$ cat src/met_pkg.sv
// met_pkg: shared widths, register indexes, config struct, sequencer states
// and the saturation helper for the mandelbrot escape-time engine.
// No dependencies.
package met_pkg;

  // field widths
  localparam int PIX_W      = 9;
  localparam int CNT_W      = 12;
  localparam int Q_W        = 32;
  localparam int STEP_W     = 31;
  localparam int FRAC_BITS  = 28;
  localparam int PROD_W     = 2 * Q_W;
  localparam int WIDE_W     = PROD_W + 1;
  localparam int CFG_IDX_W  = 3;
  localparam int CFG_DATA_W = 32;

  // default image size
  localparam int IMAGE_WIDTH  = 512;
  localparam int IMAGE_HEIGHT = 512;

  // register indexes
  localparam logic [CFG_IDX_W-1:0] CFG_STEP_RE   = 3'd0;
  localparam logic [CFG_IDX_W-1:0] CFG_STEP_IM   = 3'd1;
  localparam logic [CFG_IDX_W-1:0] CFG_CENTER_RE = 3'd2;
  localparam logic [CFG_IDX_W-1:0] CFG_CENTER_IM = 3'd3;
  localparam logic [CFG_IDX_W-1:0] CFG_MAX_ITER  = 3'd4;

  // register reset values
  localparam logic [STEP_W-1:0] STEP_RE_RST  = 31'd1966080;
  localparam logic [STEP_W-1:0] STEP_IM_RST  = 31'd1310720;
  localparam logic [CNT_W-1:0]  MAX_ITER_RST = 12'd50;

  // |z|^2 bound: 4.0 in Q8.56
  localparam logic [WIDE_W-1:0] ESC_LIMIT = WIDE_W'(1) << (2 * FRAC_BITS + 2);

  // saturation bounds of Q4.28 held in the wide format
  localparam logic signed [WIDE_W-1:0] WIDE_MAX = 65'sd2147483647;
  localparam logic signed [WIDE_W-1:0] WIDE_MIN = -65'sd2147483648;
  localparam logic signed [Q_W-1:0]    Q_MAX    = 32'sh7fff_ffff;
  localparam logic signed [Q_W-1:0]    Q_MIN    = 32'sh8000_0000;

  typedef struct packed {
    logic [STEP_W-1:0]     step_re;
    logic [STEP_W-1:0]     step_im;
    logic signed [Q_W-1:0] center_re;
    logic signed [Q_W-1:0] center_im;
    logic [CNT_W-1:0]      max_iterations;
  } met_cfg_t;

  typedef enum logic [2:0] {
    ST_IDLE,
    ST_MAP,
    ST_CMAP,
    ST_MUL,
    ST_STEP,
    ST_DONE
  } met_state_t;

  // clamp a wide signed value to Q4.28
  function automatic logic signed [Q_W-1:0] sat_q(input logic signed [WIDE_W-1:0] v);
    logic signed [Q_W-1:0] r;
    if (v > WIDE_MAX) begin
      r = Q_MAX;
    end else if (v < WIDE_MIN) begin
      r = Q_MIN;
    end else begin
      r = v[Q_W-1:0];
    end
    return r;
  endfunction

endpackage

$ cat src/met_ifs.sv


interface met_cfg_if;
  logic                            valid;
  logic                            ready;
  logic [met_pkg::CFG_IDX_W-1:0]   index;
  logic [met_pkg::CFG_DATA_W-1:0]  data;
  modport source (output valid, index, data, input ready);
  modport sink (input valid, index, data, output ready);
endinterface

$ cat src/met_cfg_regs.sv
// met_cfg_regs: configuration register file, written one beat at a time.
// Depends on met_pkg and met_cfg_if.
module met_cfg_regs (
  input  logic              clk,
  input  logic              rst,
  met_cfg_if.sink           cfg,
  output met_pkg::met_cfg_t regs
);

  // writes are always taken
  assign cfg.ready = 1'b1;

  // register writes, unknown indexes ignored
  always_ff @(posedge clk) begin
    if (rst) begin
      regs.step_re        <= met_pkg::STEP_RE_RST;
      regs.step_im        <= met_pkg::STEP_IM_RST;
      regs.center_re      <= '0;
      regs.center_im      <= '0;
      regs.max_iterations <= met_pkg::MAX_ITER_RST;
    end else if (cfg.valid) begin
      case (cfg.index)
        met_pkg::CFG_STEP_RE:   regs.step_re        <= cfg.data[met_pkg::STEP_W-1:0];
        met_pkg::CFG_STEP_IM:   regs.step_im        <= cfg.data[met_pkg::STEP_W-1:0];
        met_pkg::CFG_CENTER_RE: regs.center_re      <= signed'(cfg.data[met_pkg::Q_W-1:0]);
        met_pkg::CFG_CENTER_IM: regs.center_im      <= signed'(cfg.data[met_pkg::Q_W-1:0]);
        met_pkg::CFG_MAX_ITER:  regs.max_iterations <= cfg.data[met_pkg::CNT_W-1:0];
        default: ;
      endcase
    end
  end

endmodule

$ cat src/flat_wrapper.sv
// flat-port wrapper written by rule: the top's interface ports become plain ports
module met_cfg_regs_flat 
  (clk, rst, regs, cfg_valid, cfg_index, cfg_data, cfg_ready);
  met_cfg_if cfg_i ();
  input  logic clk;
  input  logic rst;
  output met_pkg::met_cfg_t regs;
  input wire logic [$bits(cfg_i.valid)-1:0] cfg_valid;
  input wire logic [$bits(cfg_i.index)-1:0] cfg_index;
  input wire logic [$bits(cfg_i.data)-1:0] cfg_data;
  output wire logic [$bits(cfg_i.ready)-1:0] cfg_ready;
  assign cfg_i.valid = cfg_valid;
  assign cfg_i.index = cfg_index;
  assign cfg_i.data = cfg_data;
  assign cfg_ready = cfg_i.ready;
  met_cfg_regs u_core (.clk(clk), .rst(rst), .cfg(cfg_i), .regs(regs));
endmodule
$ cat config.mk
export PLATFORM = sky130hd
export DESIGN_NAME = met_cfg_regs_flat
export DESIGN_NICKNAME = d
export VERILOG_FILES = /design/src/met_pkg.sv /design/src/met_ifs.sv /design/src/met_cfg_regs.sv /design/src/flat_wrapper.sv
export SDC_FILE = /design/constraint.sdc
export NUM_CORES = 1
export LEC_CHECK = 0
export BUFFER_PORTS_ARGS = -buffer_cell sky130_fd_sc_hd__buf_4
export CELL_PAD_IN_SITES_DETAIL_PLACEMENT = 1
export CELL_PAD_IN_SITES_GLOBAL_PLACEMENT = 2
export CORE_MARGIN = 10
export CORE_UTILIZATION = 31
export DETAILED_ROUTE_END_ITERATION = 8
export GPL_ROUTABILITY_DRIVEN = 0
export PLACE_DENSITY = 0.76
export SLEW_MARGIN = 10
export SYNTH_ARGS = -nofsm -noshare
export SYNTH_HDL_FRONTEND = slang
export SYNTH_SLANG_ARGS = --single-unit
$ cat constraint.sdc
create_clock -name clk -period 1.4 [get_ports clk]
set_clock_uncertainty 0.2 [all_clocks]
set_input_delay 0.14 -clock clk [delete_from_list [all_inputs] [get_ports clk]]
set_output_delay 0.14 -clock clk [all_outputs]
set_load 0.005 [all_outputs]
==> impl_summary.md <==
Logic synthesis
Synthesis inferred 138 register bits. The average instance area after synthesis is 11.00 um^2. The yosys synthesis warning count is 0. The mapped netlist covers 5479 um^2. In this run the biggest area consumer among cell types represents 50.42% of the synthesized area. The unique cell type count in the Yosys netlist is 15. The post-synthesis cell type with the largest combined area is dfxtp_1. Counting every net in the synthesized netlist gives 536. After technology mapping, the gate count stands at 498. Summing the sequential cell areas from Yosys gives 50.42% of the chip area. By area the synthesized netlist is led by dfxtp_1, mux2i_1, nand2b_1.

Clocking
Clock-pin slew was measured on the worst setup and hold paths at 60 ps. The clock tree synthesis step divided the H-tree into 4 levels. The clock passes through at most 2 buffers. The later-pin clock latency in the skew report is 420 ps. The total setup buffers inserted after CTS is 0. The cell chosen for the clock root is clkbuf_16. The number of sinks on the clock net is 138. The CTS tree is built. The TritonCTS buffer count is 17.

Placement
The cell count after placement is 885. The number of buffers added on ports is 175. The area of placed instances is 7203 um^2.

The wire-length estimate of the detail-placed layout is 12.74 mm. Prior to clock tree synthesis, the placed netlist has a worst setup slack of -69.90 ps.

Global route
The maximum number of pins on one net before global-route repair is 38. The wire length of the first global-routing pass is 27.81 mm. In the global route stage, overall resource usage came out at 14.89%. For this run the aggregate overflow at the end of global routing stands at 0. The via count of the first global-routing pass is 4723. The number of antenna violations at the first check in global routing was 0.

Route
The final routed wirelength across all metal layers is 17.47 mm. In the routed layout, each cell is associated on average with a via count of 4.497. Once detail routing completed, the nets flagged for antenna violations numbered 0.

The number of design rule violations left after detail routing is 0. Dividing the detail-routed wire length by the instance count gives 18.41 um. The detailed-route via count is 4268. The number of DRC markers after the initial detailed-route iteration is 109. The detailed-routing iteration count for the pre-antenna-repair pass is 5.

Floorplanning
The placement row count is 48. The starting density of the core is 31.68%. The floorplan die area is 23390 um^2. The overall die width is 152.9 um. For this design the top-level I/O count stands at 177. The area of the core is 17300 um^2. The height of the die is 152.9 um.

Cells and area
The footprint of the flip-flops and latches is 2763 um^2. The finished cells cover 8169 um^2. The number of nets in the finished design is 749. The synthesis-to-finish area growth is 49.10%.

The multi-input combinational cell area is 2580 um^2. In the final layout, the registers with the most flip-flops are u_core.regs x138. The share of post-route cells with drive strength above 1 is 32.46%.

The register ranked first by flip-flop count is u_core.regs. The number of diodes is 0. At the end of the flow the core is filled with cells to 47.23%.

Counting the fill cells in the layout gives 1874. The number of flip-flops in the largest register is 138. The final cell count without fillers is 949.

Outcome
The flow ran to the end, and the final reports show no timing, DRC or antenna violations.

Worst setup path
The top cell family by delay on the critical path is flip-flops. The startpoint-to-endpoint class of the critical path is register to output port. The element type at the critical path start is a register. The number of buffer and inverter stages on the critical path is 1. For this run, the slowest stage of the critical path takes 370 ps. At the worst endpoint, the arrival time is 920 ps.

The data required time at the worst endpoint is 1060 ps. Traced cell by cell, the critical path runs through buf_4. The endpoint kind of the worst setup timing path is an output port. The slowest stage cell on the critical path is dfxtp_1. Along the worst path, the maximum fanout reaches 2.

STA
The fmax is 793.6 MHz. The final setup TNS is 0 ps. Once routing completed, OpenROAD measured the worst setup slack at 139.9 ps. Setup repair after global routing left no endpoint under its margin. The number of hold violations in the final report is 0.

In the finished design, the share of the clock period the worst path needs comes to 90.01%. The worst hold-check slack is 30.71 ps. The routed design could run at a clock period as short as 1260 ps. The final-report max-slew violation count is 0. The setup violation total in the final timing report is 0.

Power
For this design the ratio of total power to cell area is 1192 nW/um^2. Summed over all cells, the static leakage comes to 3.960 nW. The maximum vdd ir drop is 886.7 uV. The sum of internal, switching and leakage power is 9.736 mW.

Flow run
The tool flagged a number of max-cap violations equal to 0.

Min path
The type of the worst min-delay path is input port to register.
## kinds of logic (layout without fill, tap and decap cells)
group,after synthesis,after routing,share of synthesized area [%]
simple gates,186,186,21.31
mux,138,138,25.21
flops,138,138,50.42
buf+inv,35,261,2.991
other cells,1,1,0.06844
## synthesized netlist by cell type
cell type    n
buf_4        3
buf_2       11
and4b_1      1
nand2b_1   161
conb_1       1
nor4b_1      1
or4b_4       1
mux2i_1    138
nand4b_1     1
clkbuf_1    20
buf_6        1
and4bb_2     2
dfxtp_1    138
nand4bb_1    3
nor2_1      16
## metal layers
| layer | GRT usage, % | wire [um] |
|---|---|---|
| met1 | 17.08 | 7471 |
| met2 | 25.39 | 8769 |
| met3 | 4.910 | 894 |
| met4 | 5.177 | 332 |
| met5 | 0 | 0 |
## layout by cell type, fill, tap and decap left out, drive strengths merged
master,instances
mux2i,138
inv,1
nand4bb,3
nor2,16
dfxtp,138
clkinvlp,1
nand4b,1
nand2b,161
bufinv,4
conb,1
or4b,1
clkinv,5
buf,197
clkbuf,21
and4b,1
dlygate4sd3,32
and4bb,2
nor4b,1
## final timing paths
| path | end | slack (ps) | depth (start not counted) | from |
|---|---|---|---|---|
| setup / recovery | regs[134] | 140 | 1 | u_core.regs[134] |
| hold / removal | u_core.regs[124] | 30 | 4 | cfg_index[2] |
| setup reg to reg | u_core.regs[100] | 540 | 2 | u_core.regs[100] |
| hold reg to reg | u_core.regs[106] | 270 | 2 | u_core.regs[106] |
## report_power, final
part	internal, mW	total, mW	switching (mW)
sequential	4.02	4.07	0.0534
clock	3.17	4.89	1.72
combinational	0.447	0.776	0.328
total	7.63	9.74	2.11
## timing repair
item / CTS / global route
gates resized for setup: 0 / 0
hold buffers: 32 / 0
endpoints found under the hold margin: 138 / 0
## area by class of cell
class / count / area share (%)
sequential: 138 / 33.82
multi-input combinational: 325 / 31.58
timing repair buffer: 229 / 23.25
clock buffer: 21 / 5.881
tap: 225 / 3.446
clock inverter: 11 / 2.022
No activity file was read; power rests on OpenSTA's default activity.
